### config.mk
export PLATFORM = sky130hd
export DESIGN_NAME = adaptive_jitter_buffer_control_top
export DESIGN_NICKNAME = d
export VERILOG_FILES = /design/src/hw/rtl/ajb_pkg.sv /design/src/hw/rtl/ajb_front.sv /design/src/hw/rtl/ajb_fifo.sv /design/src/hw/rtl/ajb_engine.sv /design/src/hw/rtl/adaptive_jitter_buffer_control_top.sv
export SDC_FILE = /design/constraint.sdc
export NUM_CORES = 2
export LEC_CHECK = 0
export ABC_CLOCK_PERIOD_IN_PS = 7400
export BUFFER_PORTS_ARGS = -buffer_cell sky130_fd_sc_hd__buf_2
export CAP_MARGIN = 20
export CORE_UTILIZATION = 58
export CTS_CLUSTER_DIAMETER = 30
export CTS_CLUSTER_SIZE = 14
export DETAILED_ROUTE_END_ITERATION = 8
export GPL_TIMING_DRIVEN = 0
export PLACE_DENSITY = 0.84
export SETUP_SLACK_MARGIN = 0.15
export SLEW_MARGIN = 0
export SYNTH_ARGS = -nofsm -noshare
export SYNTH_HDL_FRONTEND = slang
export SYNTH_SLANG_ARGS = --single-unit
### constraint.sdc
create_clock -name aclk -period 7.4 [get_ports aclk]
set_input_delay 1.48 -clock aclk [delete_from_list [all_inputs] [get_ports aclk]]
set_output_delay 1.48 -clock aclk [all_outputs]
set_load 0.01 [all_outputs]
### src/hw/rtl/ajb_pkg.sv
// ----------------------------------------------------------------------------
// ajb_pkg - shared types and constants of the jitter buffer controller
// Operation codes, configuration register indexes, reset values and the
// word types that pass between the front end, the queue and the engine.
// ----------------------------------------------------------------------------
`default_nettype none

package ajb_pkg;

    // Default number of packet length slots.
    localparam int PACKET_SLOTS_DEF = 64;

    // Entries of the queue between front end and engine.
    localparam int QUEUE_DEPTH = 2;
    localparam int QUEUE_PTR_W = $clog2(QUEUE_DEPTH);

    // Field widths.
    localparam int COUNT_W  = 16;
    localparam int FUNC_W   = 2;
    localparam int BPM_W    = 12;
    localparam int MS_W     = 10;
    localparam int TICK_W   = 24;
    localparam int DEPTH_W  = 22;
    localparam int DROP_W   = 7;
    localparam int CFG_IDX_W  = 3;
    localparam int CFG_DATA_W = 24;

    localparam logic [DEPTH_W-1:0] DEPTH_MAX = {DEPTH_W{1'b1}};
    localparam logic [TICK_W-1:0]  TICK_MAX  = {TICK_W{1'b1}};
    localparam logic [DROP_W-1:0]  DROP_MAX  = {DROP_W{1'b1}};

    // Function codes on the input tuser.
    localparam logic [FUNC_W-1:0] FUNC_PUSH = 2'd0;
    localparam logic [FUNC_W-1:0] FUNC_PULL = 2'd1;
    localparam logic [FUNC_W-1:0] FUNC_TICK = 2'd2;

    // Configuration register indexes.
    localparam logic [CFG_IDX_W-1:0] CFG_BYTES_PER_MS   = 3'd0;
    localparam logic [CFG_IDX_W-1:0] CFG_TARGET_MIN_MS  = 3'd1;
    localparam logic [CFG_IDX_W-1:0] CFG_TARGET_MAX_MS  = 3'd2;
    localparam logic [CFG_IDX_W-1:0] CFG_BUMP_MS        = 3'd3;
    localparam logic [CFG_IDX_W-1:0] CFG_DECAY_MS       = 3'd4;
    localparam logic [CFG_IDX_W-1:0] CFG_DECAY_INTERVAL = 3'd5;

    // Reset values of the configuration registers.
    localparam logic [BPM_W-1:0]  RST_BYTES_PER_MS   = 12'd192;
    localparam logic [MS_W-1:0]   RST_TARGET_MIN_MS  = 10'd40;
    localparam logic [MS_W-1:0]   RST_TARGET_MAX_MS  = 10'd400;
    localparam logic [MS_W-1:0]   RST_BUMP_MS        = 10'd30;
    localparam logic [MS_W-1:0]   RST_DECAY_MS       = 10'd5;
    localparam logic [TICK_W-1:0] RST_DECAY_INTERVAL = 24'd10000;

    // Classified operation handed from the front end to the engine.
    typedef enum logic [1:0] {
        OP_PUSH = 2'd0,
        OP_PULL = 2'd1,
        OP_TICK = 2'd2,
        OP_NOP  = 2'd3
    } op_kind_t;

    typedef struct packed {
        op_kind_t             kind;
        logic [COUNT_W-1:0]   count;
    } op_t;

    // One result word.
    typedef struct packed {
        logic                 overflow;
        logic [DEPTH_W-1:0]   queued_bytes;
        logic [MS_W-1:0]      target_now;
        logic [DROP_W-1:0]    dropped_packets;
        logic                 underrun;
        logic [COUNT_W-1:0]   bytes_given;
    } res_t;

endpackage

`default_nettype wire

### src/hw/rtl/ajb_front.sv
// ----------------------------------------------------------------------------
// ajb_front - input stage of the jitter buffer controller
// Registers each accepted word and classifies it into an engine operation.
// ----------------------------------------------------------------------------
`default_nettype none

module ajb_front (
    input  wire logic                        aclk,
    input  wire logic                        aresetn,
    input  wire logic                        s_tvalid,
    output logic                             s_tready,
    input  wire logic [ajb_pkg::COUNT_W-1:0] s_tdata,
    input  wire logic [ajb_pkg::FUNC_W-1:0]  s_tuser,
    output logic                             op_valid,
    input  wire logic                        op_ready,
    output ajb_pkg::op_t                     op
);
    import ajb_pkg::*;

    logic     valid_reg;
    op_t      op_reg;
    op_t      op_next;

    // A push of zero bytes changes nothing, so it travels as a no-op.
    always_comb begin
        op_next.count = s_tdata;
        case (s_tuser)
            FUNC_PUSH: op_next.kind = (s_tdata == '0) ? OP_NOP : OP_PUSH;
            FUNC_PULL: op_next.kind = OP_PULL;
            FUNC_TICK: op_next.kind = OP_TICK;
            default:   op_next.kind = OP_NOP;
        endcase
    end

    assign s_tready = !valid_reg || op_ready;
    assign op_valid = valid_reg;
    assign op       = op_reg;

    always_ff @(posedge aclk) begin
        if (!aresetn) begin
            valid_reg <= 1'b0;
        end else if (s_tready) begin
            valid_reg <= s_tvalid;
        end
    end

    always_ff @(posedge aclk) begin
        if (s_tready && s_tvalid) begin
            op_reg <= op_next;
        end
    end

endmodule

`default_nettype wire

### src/hw/rtl/ajb_fifo.sv
// ----------------------------------------------------------------------------
// ajb_fifo - operation queue between front end and engine
// A short first-in first-out queue that lets either side stall on its own.
// ----------------------------------------------------------------------------
`default_nettype none

module ajb_fifo (
    input  wire logic        aclk,
    input  wire logic        aresetn,
    input  wire logic        wr_valid,
    output logic             wr_ready,
    input  wire ajb_pkg::op_t wr_op,
    output logic             rd_valid,
    input  wire logic        rd_ready,
    output ajb_pkg::op_t     rd_op
);
    import ajb_pkg::*;

    localparam int FILL_W = $clog2(QUEUE_DEPTH + 1);

    op_t                     entry_reg [QUEUE_DEPTH];
    logic [QUEUE_PTR_W-1:0]  wr_ptr_reg;
    logic [QUEUE_PTR_W-1:0]  rd_ptr_reg;
    logic [FILL_W-1:0]       fill_reg;
    logic                    do_wr;
    logic                    do_rd;

    assign wr_ready = (fill_reg != FILL_W'(QUEUE_DEPTH));
    assign rd_valid = (fill_reg != '0);
    assign rd_op    = entry_reg[rd_ptr_reg];
    assign do_wr    = wr_valid && wr_ready;
    assign do_rd    = rd_valid && rd_ready;

    function automatic logic [QUEUE_PTR_W-1:0] ptr_inc(input logic [QUEUE_PTR_W-1:0] p);
        ptr_inc = (p == QUEUE_PTR_W'(QUEUE_DEPTH - 1)) ? '0 : p + 1'b1;
    endfunction

    always_ff @(posedge aclk) begin
        if (!aresetn) begin
            wr_ptr_reg <= '0;
            rd_ptr_reg <= '0;
            fill_reg   <= '0;
        end else begin
            if (do_wr) begin
                wr_ptr_reg <= ptr_inc(wr_ptr_reg);
            end
            if (do_rd) begin
                rd_ptr_reg <= ptr_inc(rd_ptr_reg);
            end
            if (do_wr && !do_rd) begin
                fill_reg <= fill_reg + 1'b1;
            end else if (do_rd && !do_wr) begin
                fill_reg <= fill_reg - 1'b1;
            end
        end
    end

    always_ff @(posedge aclk) begin
        if (do_wr) begin
            entry_reg[wr_ptr_reg] <= wr_op;
        end
    end

endmodule

`default_nettype wire

### src/hw/rtl/ajb_engine.sv
// ----------------------------------------------------------------------------
// ajb_engine - sequencer of the jitter buffer controller
// Holds the packet length ring, the depth and target state and the
// configuration registers, carries out one operation at a time and keeps
// the finished result in an output register.
// ----------------------------------------------------------------------------
`default_nettype none

module ajb_engine #(
    parameter int PACKET_SLOTS = ajb_pkg::PACKET_SLOTS_DEF
) (
    input  wire logic                           aclk,
    input  wire logic                           aresetn,
    input  wire logic                           op_valid,
    output logic                                op_ready,
    input  wire ajb_pkg::op_t                   op,
    input  wire logic                           cfg_wr_en,
    input  wire logic [ajb_pkg::CFG_IDX_W-1:0]  cfg_index,
    input  wire logic [ajb_pkg::CFG_DATA_W-1:0] cfg_wdata,
    output logic                                res_valid,
    input  wire logic                           res_ready,
    output ajb_pkg::res_t                       res
);
    import ajb_pkg::*;

    localparam int SLOT_W = $clog2(PACKET_SLOTS);
    localparam int CNT_W  = $clog2(PACKET_SLOTS + 1);

    typedef enum logic [10:0] {
        S_IDLE      = 11'b000_0000_0001,
        S_PUSH      = 11'b000_0000_0010,
        S_DECAY     = 11'b000_0000_0100,
        S_MUL       = 11'b000_0000_1000,
        S_CHECK     = 11'b000_0001_0000,
        S_DROP_TEST = 11'b000_0010_0000,
        S_DROP_SUB  = 11'b000_0100_0000,
        S_PULL      = 11'b000_1000_0000,
        S_PULL_LD   = 11'b001_0000_0000,
        S_PULL_END  = 11'b010_0000_0000,
        S_DONE      = 11'b100_0000_0000
    } state_t;

    // Configuration.
    logic [BPM_W-1:0]  bpm_reg;
    logic [MS_W-1:0]   tmin_reg;
    logic [MS_W-1:0]   tmax_reg;
    logic [MS_W-1:0]   bump_reg;
    logic [MS_W-1:0]   decay_reg;
    logic [TICK_W-1:0] dint_reg;

    // Length ring.
    logic [COUNT_W-1:0] mem [PACKET_SLOTS];
    logic [COUNT_W-1:0] rd_data_reg;
    logic               mem_we;
    logic [SLOT_W-1:0]  mem_waddr;

    state_t             state_reg,   state_next;
    logic [CNT_W-1:0]   cnt_reg,     cnt_next;
    logic [SLOT_W-1:0]  head_reg,    head_next;
    logic [DEPTH_W-1:0] depth_reg,   depth_next;
    logic [COUNT_W-1:0] left_reg,    left_next;
    logic               started_reg, started_next;
    logic [MS_W-1:0]    target_reg,  target_next;
    logic [TICK_W-1:0]  ticks_reg,   ticks_next;

    // Per-operation working registers.
    logic [COUNT_W-1:0] count_reg,   count_next;
    logic [COUNT_W-1:0] given_reg,   given_next;
    logic               under_reg,   under_next;
    logic               ovf_reg,     ovf_next;
    logic [DROP_W-1:0]  drop_reg,    drop_next;
    logic [DEPTH_W-1:0] prod_reg,    prod_next;

    logic               out_valid_reg, out_valid_next;
    res_t               out_reg,       out_next;

    // Helpers.
    logic [CNT_W:0]     wr_sum;
    logic [CNT_W:0]     wr_wrap;
    logic [SLOT_W-1:0]  head_inc;
    logic [DEPTH_W:0]   depth_sum;
    logic [DEPTH_W+1:0] prod3;
    logic [COUNT_W-1:0] rem;
    logic [COUNT_W-1:0] take;
    logic [MS_W-1:0]    decay_sub;
    logic [MS_W-1:0]    decay_val;
    logic [MS_W:0]      bump_sum;
    logic [MS_W-1:0]    bump_val;
    logic               ring_full;

    assign wr_sum    = (CNT_W+1)'(head_reg) + (CNT_W+1)'(cnt_reg);
    assign wr_wrap   = (wr_sum >= (CNT_W+1)'(PACKET_SLOTS)) ?
                       wr_sum - (CNT_W+1)'(PACKET_SLOTS) : wr_sum;
    assign mem_waddr = wr_wrap[SLOT_W-1:0];
    assign head_inc  = (head_reg == SLOT_W'(PACKET_SLOTS - 1)) ? '0 : head_reg + 1'b1;
    assign ring_full = (cnt_reg == CNT_W'(PACKET_SLOTS));
    assign depth_sum = {1'b0, depth_reg} + (DEPTH_W+1)'(count_reg);
    assign prod3     = {1'b0, prod_reg, 1'b0} + {2'b00, prod_reg};
    assign rem       = count_reg - given_reg;
    assign take      = (rem < left_reg) ? rem : left_reg;
    assign decay_sub = (target_reg > decay_reg) ? target_reg - decay_reg : '0;
    assign decay_val = (decay_sub < tmin_reg) ? tmin_reg : decay_sub;
    assign bump_sum  = {1'b0, target_reg} + {1'b0, bump_reg};
    assign bump_val  = (bump_sum > {1'b0, tmax_reg}) ? tmax_reg : bump_sum[MS_W-1:0];

    assign op_ready  = (state_reg == S_IDLE);
    assign res_valid = out_valid_reg;
    assign res       = out_reg;

    always_comb begin
        state_next     = state_reg;
        cnt_next       = cnt_reg;
        head_next      = head_reg;
        depth_next     = depth_reg;
        left_next      = left_reg;
        started_next   = started_reg;
        target_next    = target_reg;
        ticks_next     = ticks_reg;
        count_next     = count_reg;
        given_next     = given_reg;
        under_next     = under_reg;
        ovf_next       = ovf_reg;
        drop_next      = drop_reg;
        prod_next      = prod_reg;
        out_valid_next = out_valid_reg && !res_ready;
        out_next       = out_reg;
        mem_we         = 1'b0;

        case (state_reg)
            S_IDLE: begin
                given_next = '0;
                under_next = 1'b0;
                ovf_next   = 1'b0;
                drop_next  = '0;
                count_next = op.count;
                if (op_valid) begin
                    case (op.kind)
                        OP_PUSH: state_next = S_PUSH;
                        OP_PULL: state_next = S_PULL;
                        OP_TICK: begin
                            if (ticks_reg != TICK_MAX) begin
                                ticks_next = ticks_reg + 1'b1;
                            end
                            state_next = S_DONE;
                        end
                        default: state_next = S_DONE;
                    endcase
                end
            end
            S_PUSH: begin
                if (ring_full || depth_sum > (DEPTH_W+1)'(DEPTH_MAX)) begin
                    ovf_next = 1'b1;
                end else begin
                    mem_we     = 1'b1;
                    cnt_next   = cnt_reg + 1'b1;
                    depth_next = depth_sum[DEPTH_W-1:0];
                end
                state_next = (bpm_reg == '0) ? S_DONE : S_DECAY;
            end
            S_DECAY: begin
                if (ticks_reg >= dint_reg) begin
                    if (target_reg > tmin_reg) begin
                        target_next = decay_val;
                    end
                    ticks_next = '0;
                end
                state_next = S_MUL;
            end
            S_MUL: begin
                prod_next  = DEPTH_W'(target_reg) * DEPTH_W'(bpm_reg);
                state_next = S_CHECK;
            end
            S_CHECK: begin
                state_next = ((DEPTH_W+2)'(depth_reg) > prod3) ? S_DROP_TEST : S_DONE;
            end
            S_DROP_TEST: begin
                if (depth_reg > prod_reg && cnt_reg != '0) begin
                    head_next  = head_inc;
                    cnt_next   = cnt_reg - 1'b1;
                    if (drop_reg != DROP_MAX) begin
                        drop_next = drop_reg + 1'b1;
                    end
                    state_next = S_DROP_SUB;
                end else begin
                    state_next = S_DONE;
                end
            end
            S_DROP_SUB: begin
                depth_next = depth_reg - DEPTH_W'(rd_data_reg);
                state_next = S_DROP_TEST;
            end
            S_PULL: begin
                if (rem == '0) begin
                    state_next = S_PULL_END;
                end else if (left_reg == '0) begin
                    if (cnt_reg == '0) begin
                        state_next = S_PULL_END;
                    end else begin
                        head_next  = head_inc;
                        cnt_next   = cnt_reg - 1'b1;
                        state_next = S_PULL_LD;
                    end
                end else begin
                    given_next = given_reg + take;
                    left_next  = left_reg - take;
                end
            end
            S_PULL_LD: begin
                left_next    = rd_data_reg;
                depth_next   = depth_reg - DEPTH_W'(rd_data_reg);
                started_next = 1'b1;
                state_next   = S_PULL;
            end
            S_PULL_END: begin
                if (given_reg < count_reg) begin
                    under_next = 1'b1;
                    if (started_reg) begin
                        target_next = bump_val;
                        ticks_next  = '0;
                    end
                end
                state_next = S_DONE;
            end
            S_DONE: begin
                if (!out_valid_reg || res_ready) begin
                    out_valid_next           = 1'b1;
                    out_next.bytes_given     = given_reg;
                    out_next.underrun        = under_reg;
                    out_next.dropped_packets = drop_reg;
                    out_next.target_now      = target_reg;
                    out_next.queued_bytes    = depth_reg;
                    out_next.overflow        = ovf_reg;
                    state_next               = S_IDLE;
                end
            end
            default: state_next = S_IDLE;
        endcase
    end

    // Ring read runs every cycle at the head; the data is registered and used in the next cycle.
    always_ff @(posedge aclk) begin
        rd_data_reg <= mem[head_reg];
        if (mem_we) begin
            mem[mem_waddr] <= count_reg;
        end
    end

    always_ff @(posedge aclk) begin
        if (!aresetn) begin
            state_reg     <= S_IDLE;
            cnt_reg       <= '0;
            head_reg      <= '0;
            depth_reg     <= '0;
            left_reg      <= '0;
            started_reg   <= 1'b0;
            target_reg    <= RST_TARGET_MIN_MS;
            ticks_reg     <= '0;
            out_valid_reg <= 1'b0;
            bpm_reg       <= RST_BYTES_PER_MS;
            tmin_reg      <= RST_TARGET_MIN_MS;
            tmax_reg      <= RST_TARGET_MAX_MS;
            bump_reg      <= RST_BUMP_MS;
            decay_reg     <= RST_DECAY_MS;
            dint_reg      <= RST_DECAY_INTERVAL;
        end else begin
            state_reg     <= state_next;
            cnt_reg       <= cnt_next;
            head_reg      <= head_next;
            depth_reg     <= depth_next;
            left_reg      <= left_next;
            started_reg   <= started_next;
            target_reg    <= target_next;
            ticks_reg     <= ticks_next;
            out_valid_reg <= out_valid_next;
            if (cfg_wr_en) begin
                case (cfg_index)
                    CFG_BYTES_PER_MS:   bpm_reg   <= cfg_wdata[BPM_W-1:0];
                    CFG_TARGET_MIN_MS:  tmin_reg  <= cfg_wdata[MS_W-1:0];
                    CFG_TARGET_MAX_MS:  tmax_reg  <= cfg_wdata[MS_W-1:0];
                    CFG_BUMP_MS:        bump_reg  <= cfg_wdata[MS_W-1:0];
                    CFG_DECAY_MS:       decay_reg <= cfg_wdata[MS_W-1:0];
                    CFG_DECAY_INTERVAL: dint_reg  <= cfg_wdata[TICK_W-1:0];
                    default: ;
                endcase
            end
        end
    end

    always_ff @(posedge aclk) begin
        count_reg <= count_next;
        given_reg <= given_next;
        under_reg <= under_next;
        ovf_reg   <= ovf_next;
        drop_reg  <= drop_next;
        prod_reg  <= prod_next;
        out_reg   <= out_next;
    end

endmodule

`default_nettype wire

### src/hw/rtl/adaptive_jitter_buffer_control_top.sv
// ----------------------------------------------------------------------------
// adaptive_jitter_buffer_control_top - adaptive jitter buffer bookkeeping
// Tracks queued packet lengths, queued bytes and an adaptive target depth.
// ----------------------------------------------------------------------------
// Each input word is a push of a packet length, a render pull or a time
// tick; each produces exactly one result word. The front stage registers
// and classifies words into a two-entry queue, so input keeps flowing while
// the engine works and while a result waits to be taken, until the queue
// fills. The engine handles one operation at a time. A push stores the
// length unless the ring or the byte total would overflow; past a
// watermark of three times the target in bytes it drops oldest packets
// down to the target. A zero bytes-per-millisecond setting skips the
// watermark. A pull takes bytes from the packet in play and loads a new
// one from the ring as it runs out. Removal is paced by the single
// registered read port of the packet length memory: each packet removed
// takes a read state and an update state. The length memory holds no
// reset state and needs no clearing pass. Configuration is written through
// a plain write port and must only be changed while the block is idle.
// ----------------------------------------------------------------------------
`default_nettype none

module adaptive_jitter_buffer_control_top #(
    parameter int PACKET_SLOTS = ajb_pkg::PACKET_SLOTS_DEF
) (
    input  wire logic                           aclk,
    input  wire logic                           aresetn,
    // Input words.
    input  wire logic                           s_axis_tvalid,
    output logic                                s_axis_tready,
    input  wire logic [15:0]                    s_axis_tdata,  // byte_count
    input  wire logic [1:0]                     s_axis_tuser,  // func
    // Result words.
    output logic                                m_axis_tvalid,
    input  wire logic                           m_axis_tready,
    // From bit 0: bytes_given[15:0], underrun, dropped_packets[6:0],
    // target_now[9:0], queued_bytes[21:0], overflow, zero padding.
    output logic [63:0]                         m_axis_tdata,
    // Configuration writes.
    input  wire logic                           cfg_wr_en,
    input  wire logic [ajb_pkg::CFG_IDX_W-1:0]  cfg_index,
    input  wire logic [ajb_pkg::CFG_DATA_W-1:0] cfg_wdata
);
    import ajb_pkg::*;

    op_t  front_op;
    op_t  queue_op;
    logic front_valid;
    logic queue_wr_ready;
    logic queue_valid;
    logic engine_ready;
    res_t result;

    // Front end: registers each word and turns it into an operation.
    ajb_front u_front (
        .aclk     (aclk),
        .aresetn  (aresetn),
        .s_tvalid (s_axis_tvalid),
        .s_tready (s_axis_tready),
        .s_tdata  (s_axis_tdata),
        .s_tuser  (s_axis_tuser),
        .op_valid (front_valid),
        .op_ready (queue_wr_ready),
        .op       (front_op)
    );

    // The queue decouples classification from execution.
    ajb_fifo u_fifo (
        .aclk     (aclk),
        .aresetn  (aresetn),
        .wr_valid (front_valid),
        .wr_ready (queue_wr_ready),
        .wr_op    (front_op),
        .rd_valid (queue_valid),
        .rd_ready (engine_ready),
        .rd_op    (queue_op)
    );

    // The engine owns the length ring, all state and the result register.
    ajb_engine #(
        .PACKET_SLOTS (PACKET_SLOTS)
    ) u_engine (
        .aclk      (aclk),
        .aresetn   (aresetn),
        .op_valid  (queue_valid),
        .op_ready  (engine_ready),
        .op        (queue_op),
        .cfg_wr_en (cfg_wr_en),
        .cfg_index (cfg_index),
        .cfg_wdata (cfg_wdata),
        .res_valid (m_axis_tvalid),
        .res_ready (m_axis_tready),
        .res       (result)
    );

    // The result fields are packed with the first declared field highest.
    assign m_axis_tdata = {7'b0, result};

endmodule

`default_nettype wire

==> key figures <==
Yosys
  – Commonest cells post-synth: edfxtp_1 (1198), nand2_1 (362), mux4_2 (336)
  – Number of synthesized flops with an enable pin: 1198
  – FF+latch count, synth: around 1400
  – Ys flop type: edfxtp_1
  – Ys Warns: 0
  – Netlist cell types: 93
  – Post-synthesis instance total: ~4500
  – Post-synth ARST share: 0%
  – Post-synthesis cell area: 66080 µm²
  – Syn avg cell area: around 15 µm²
  – Area leader, netlist: edfxtp_1
  – Most frequent cell after synthesis: edfxtp_1
  – Area contributors post-synth: edfxtp_1 (54%), mux4_2 (11%), dfxtp_1 (5.9%), ha_1 (5.7%), fa_1 (2.7%)
  – Sequential fraction of the synthesis area: between 60% and 70%
  – Top cell type's share of synthesized area: a little over half

Critical path
  – CP startpoint kind: flip-flop
  – Depth of the worst register-to-register path: 31
  – CP bufs+invs: 6
  – Cell family with most CP delay: compound AO/OA/AOI/OAI gates
  – CP startpoint: u_engine.count_reg[0]$_DFFE_PP_
  – Slowest cell on crit path: edfxtp_1
  – Arr. time, crit path: approximately 7.7 ns
  – Setup slack, reg-to-reg: 0.25 ns
  – Critical-path maximum fanout: 10
  – Most used cell, CP: o21ai_0
  – R2r endpoint: u_engine.given_reg[14]$_SDFFCE_PP0P_
  – Crit path largest cell delay: ~0.45 ns
  – Required @ worst endpoint: 7.96 ns
  – CP Capture Type: flip-flop
  – Reg2reg start: u_engine.count_reg[0]$_DFFE_PP_
  – CP Class: reg2reg
  – Stages on the worst setup path: 31

Final layout
  – Layout Nets: 5444
  – Area grow syn2layout: 20.27%
  – Util after Layout: 70.55%
  – Max reg flops: 1024
  – Share of post-route cells with drive strength above 1: 21.68%

GRT
  – Initial antenna violation count: 18
  – First-pass GRT wire length: 309.7 mm
  – Number of global-route vias before repair: 45770
  – Gr ovfl total: 0
  – Largest net degree at the start of global routing: 35
  – GRT Overall Usage: 37.45%

Power and ir drop
  – Net Sw Power: about 9300 µW
  – Clock power frac: around two fifths
  – Pleak: 0.02845 µW
  – Sequential share of power: about a third
  – Combinational Power Share: approximately a quarter
  – Switching portion of total power: 31.57%
  – Worst VDD drop: 470.3 µV
  – Pwr dens: around 370 nW/µm²
  – P_int: 20130 µW

Place
  – DP HPWL: 130.4 mm
  – I/O Buffers: 108
  – GP Congestion: 0.9499

Clock network
  – CTS tree: built
  – Clk Latency, worst-skew pair: 0.92 ns
  – Clock-pin slew on the worst setup and hold paths: 0.06 ns
  – H-Tree Depth: 5
  – Clock Sinks: 1394
  – Root buffer cell: clkbuf_16
  – TritonCTS buffer count: 274
  – Clock buffer depth: 4

Drt
  – Via Count: 45900
  – # DRC: 0
  – Post-DR wirelength/cell: 32.46 µm
  – DRT Wirelength: 217.8 mm
  – Drt first-iter violations: 6145
  – Initial DRT Pass Iterations: 8
  – Post-route ant nets: 0
  – Via density: roughly 6.8

STA
  – Rel. slew slack: 15.46%
  – Clk_skew: approximately 0.11 ns
  – Hold Vio Cnt, Final: 0
  – # setup viols final: 0
  – Final min period: 7.149 ns
  – Fin crit share: 96.61%
  – Slew @ Worst Pin: about 1.3 ns
  – TNS Setup: 0 ns
  – Max-slew violations: 0
  – Peak Freq: roughly 0.14 GHz

Run status
  – Status: finished clean

Floorplan
  – Die ar.: 115300 µm²
  – Die width: roughly 340 µm
  – # IOs: roughly 120
  – Core area: 112700 µm²
  – Die Span Y: 339.5 µm
  – Cell row count: 123
  – Initial core utilization: 58.66%

Worst hold path
  – Hold path endpoint: u_engine.dint_reg[11]$_SDFFE_PN0P_
  – HP Start: u_engine.dint_reg[11]$_SDFFE_PN0P_
  – Worst hold path stage count: 2
  – Worst hold path type: reg2reg

Job
  – Max-cap violations: 0
-- timing repair --
action,CTS,global route
pin swaps,2,2
gates resized for setup,7,17
gates cloned,0,0
endpoints found under the setup margin,13,13
hold buffers,0,0
buffers inserted,13,1
-- layer usage --
metal,global-route usage [%],up-vias,wire length (µm)
met5,0,-,110
met4,29.02,16,20370
met3,9.369,1157,23990
met2,61.45,3895,104900
met1,42.11,22450,68450
li1,-,18380,-
-- cell families (layout without fill, tap and decap cells) --
group	after synthesis	after routing	share of synthesized area, %
xor gates and xnor gates	119	119	1.577
adders and majority gates	391	391	8.403
DFF	1394	1394	60.38
AOI/OAI and AO/OA	654	654	6.464
buffers and inverters	466	1156	2.732
other	1	14	0.005675
muxes	406	406	12.56
and+or+nand+nor	1075	1075	7.878
-- power by group through the flow --
stage	registers [µW]	clock network, µW	logic, µW
after floorplan	10400	0	3700
after global placement	11100	0	4620
after detailed placement	10200	0	6290
after CTS	9930	12200	6800
after global routing	9950	12500	7600
final	9950	12300	7210
-- metrics by stage --
stage	instances	power, µW	setup slack, ns	hold WS [ns]	instance area [µm²]
after floorplan	4512	14100	0.6297	0.4003	66100
after global placement	6120	15680	-1.366	0.4258	68520
after detailed placement	6195	16500	-0.2266	0.4355	70130
after CTS	6683	28890	0.2569	0.4532	79120
after global routing	6704	30090	-0.009439	0.4702	79470
final	6709	29420	0.2507	0.4511	79480
-- cells in the final DEF (no fill, tap or decap), drive strengths merged, types with 19 or more instances in the layout --
cell | netlist | routed
a21oi | 218 | 218
clkinvlp | 0 | 25
mux2 | 27 | 27
nand4 | 48 | 48
inv | 291 | 326
nand2 | 363 | 363
bufinv | 0 | 24
dfxtp | 196 | 196
buf | 51 | 267
o21ai | 110 | 110
nor4 | 29 | 29
clkbuf | 124 | 429
a21o | 58 | 58
a211oi | 30 | 30
mux4 | 336 | 336
xor2 | 47 | 47
nor2b | 42 | 42
and2 | 68 | 68
o31ai | 19 | 19
nand2b | 28 | 28
mux2i | 43 | 43
ha | 303 | 303
nand3 | 79 | 79
and3 | 28 | 28
fa | 88 | 88
clkinv | 0 | 85
a31oi | 26 | 26
xnor2 | 72 | 72
o21a | 31 | 31
edfxtp | 1198 | 1198
nor3 | 56 | 56
o211ai | 34 | 34
or3 | 38 | 38
nor2 | 241 | 241
-- how the worst max path moves through the flow --
stage / slack (ns) / end
detailed placement: -0.23 / u_engine.given_reg[15]$_SDFFCE_PP0P_
finish: 0.25 / u_engine.given_reg[14]$_SDFFCE_PP0P_
floorplan: 0.63 / u_engine.given_reg[15]$_SDFFCE_PP0P_
global placement: -1.37 / u_engine.given_reg[15]$_SDFFCE_PP0P_
global route: -0.009 / u_engine.given_reg[14]$_SDFFCE_PP0P_
CTS: 0.26 / u_engine.given_reg[14]$_SDFFCE_PP0P_
-- area by class of cell --
cell class | count | area [µm²]
Multi-Input combinational cell | 2652 | 24600
Clock inverter | 169 | 1790
Tap cell | 1500 | 1877
Inverter | 291 | 1092
Sequential cell | 1394 | 39900
Timing Repair Buffer | 215 | 2400
Fill cell | 6765 | 33180
Buffer | 175 | 719.4
Clock buffer | 306 | 7079
Antenna cell | 7 | 17.52
-- worst register-to-register path: cells and delay by family (launching register included) --
kind,cells,cell delay [ns]
AND/OR/NAND/NOR,6,0.99
flip-flops,1,0.45
buffers and inverters,6,0.92
XOR/XNOR,2,0.35
adder cells (fa/ha/maj),5,1.74
AO/OA/AOI/OAI,12,2.39
No activity file was read; power rests on OpenSTA's default activity.
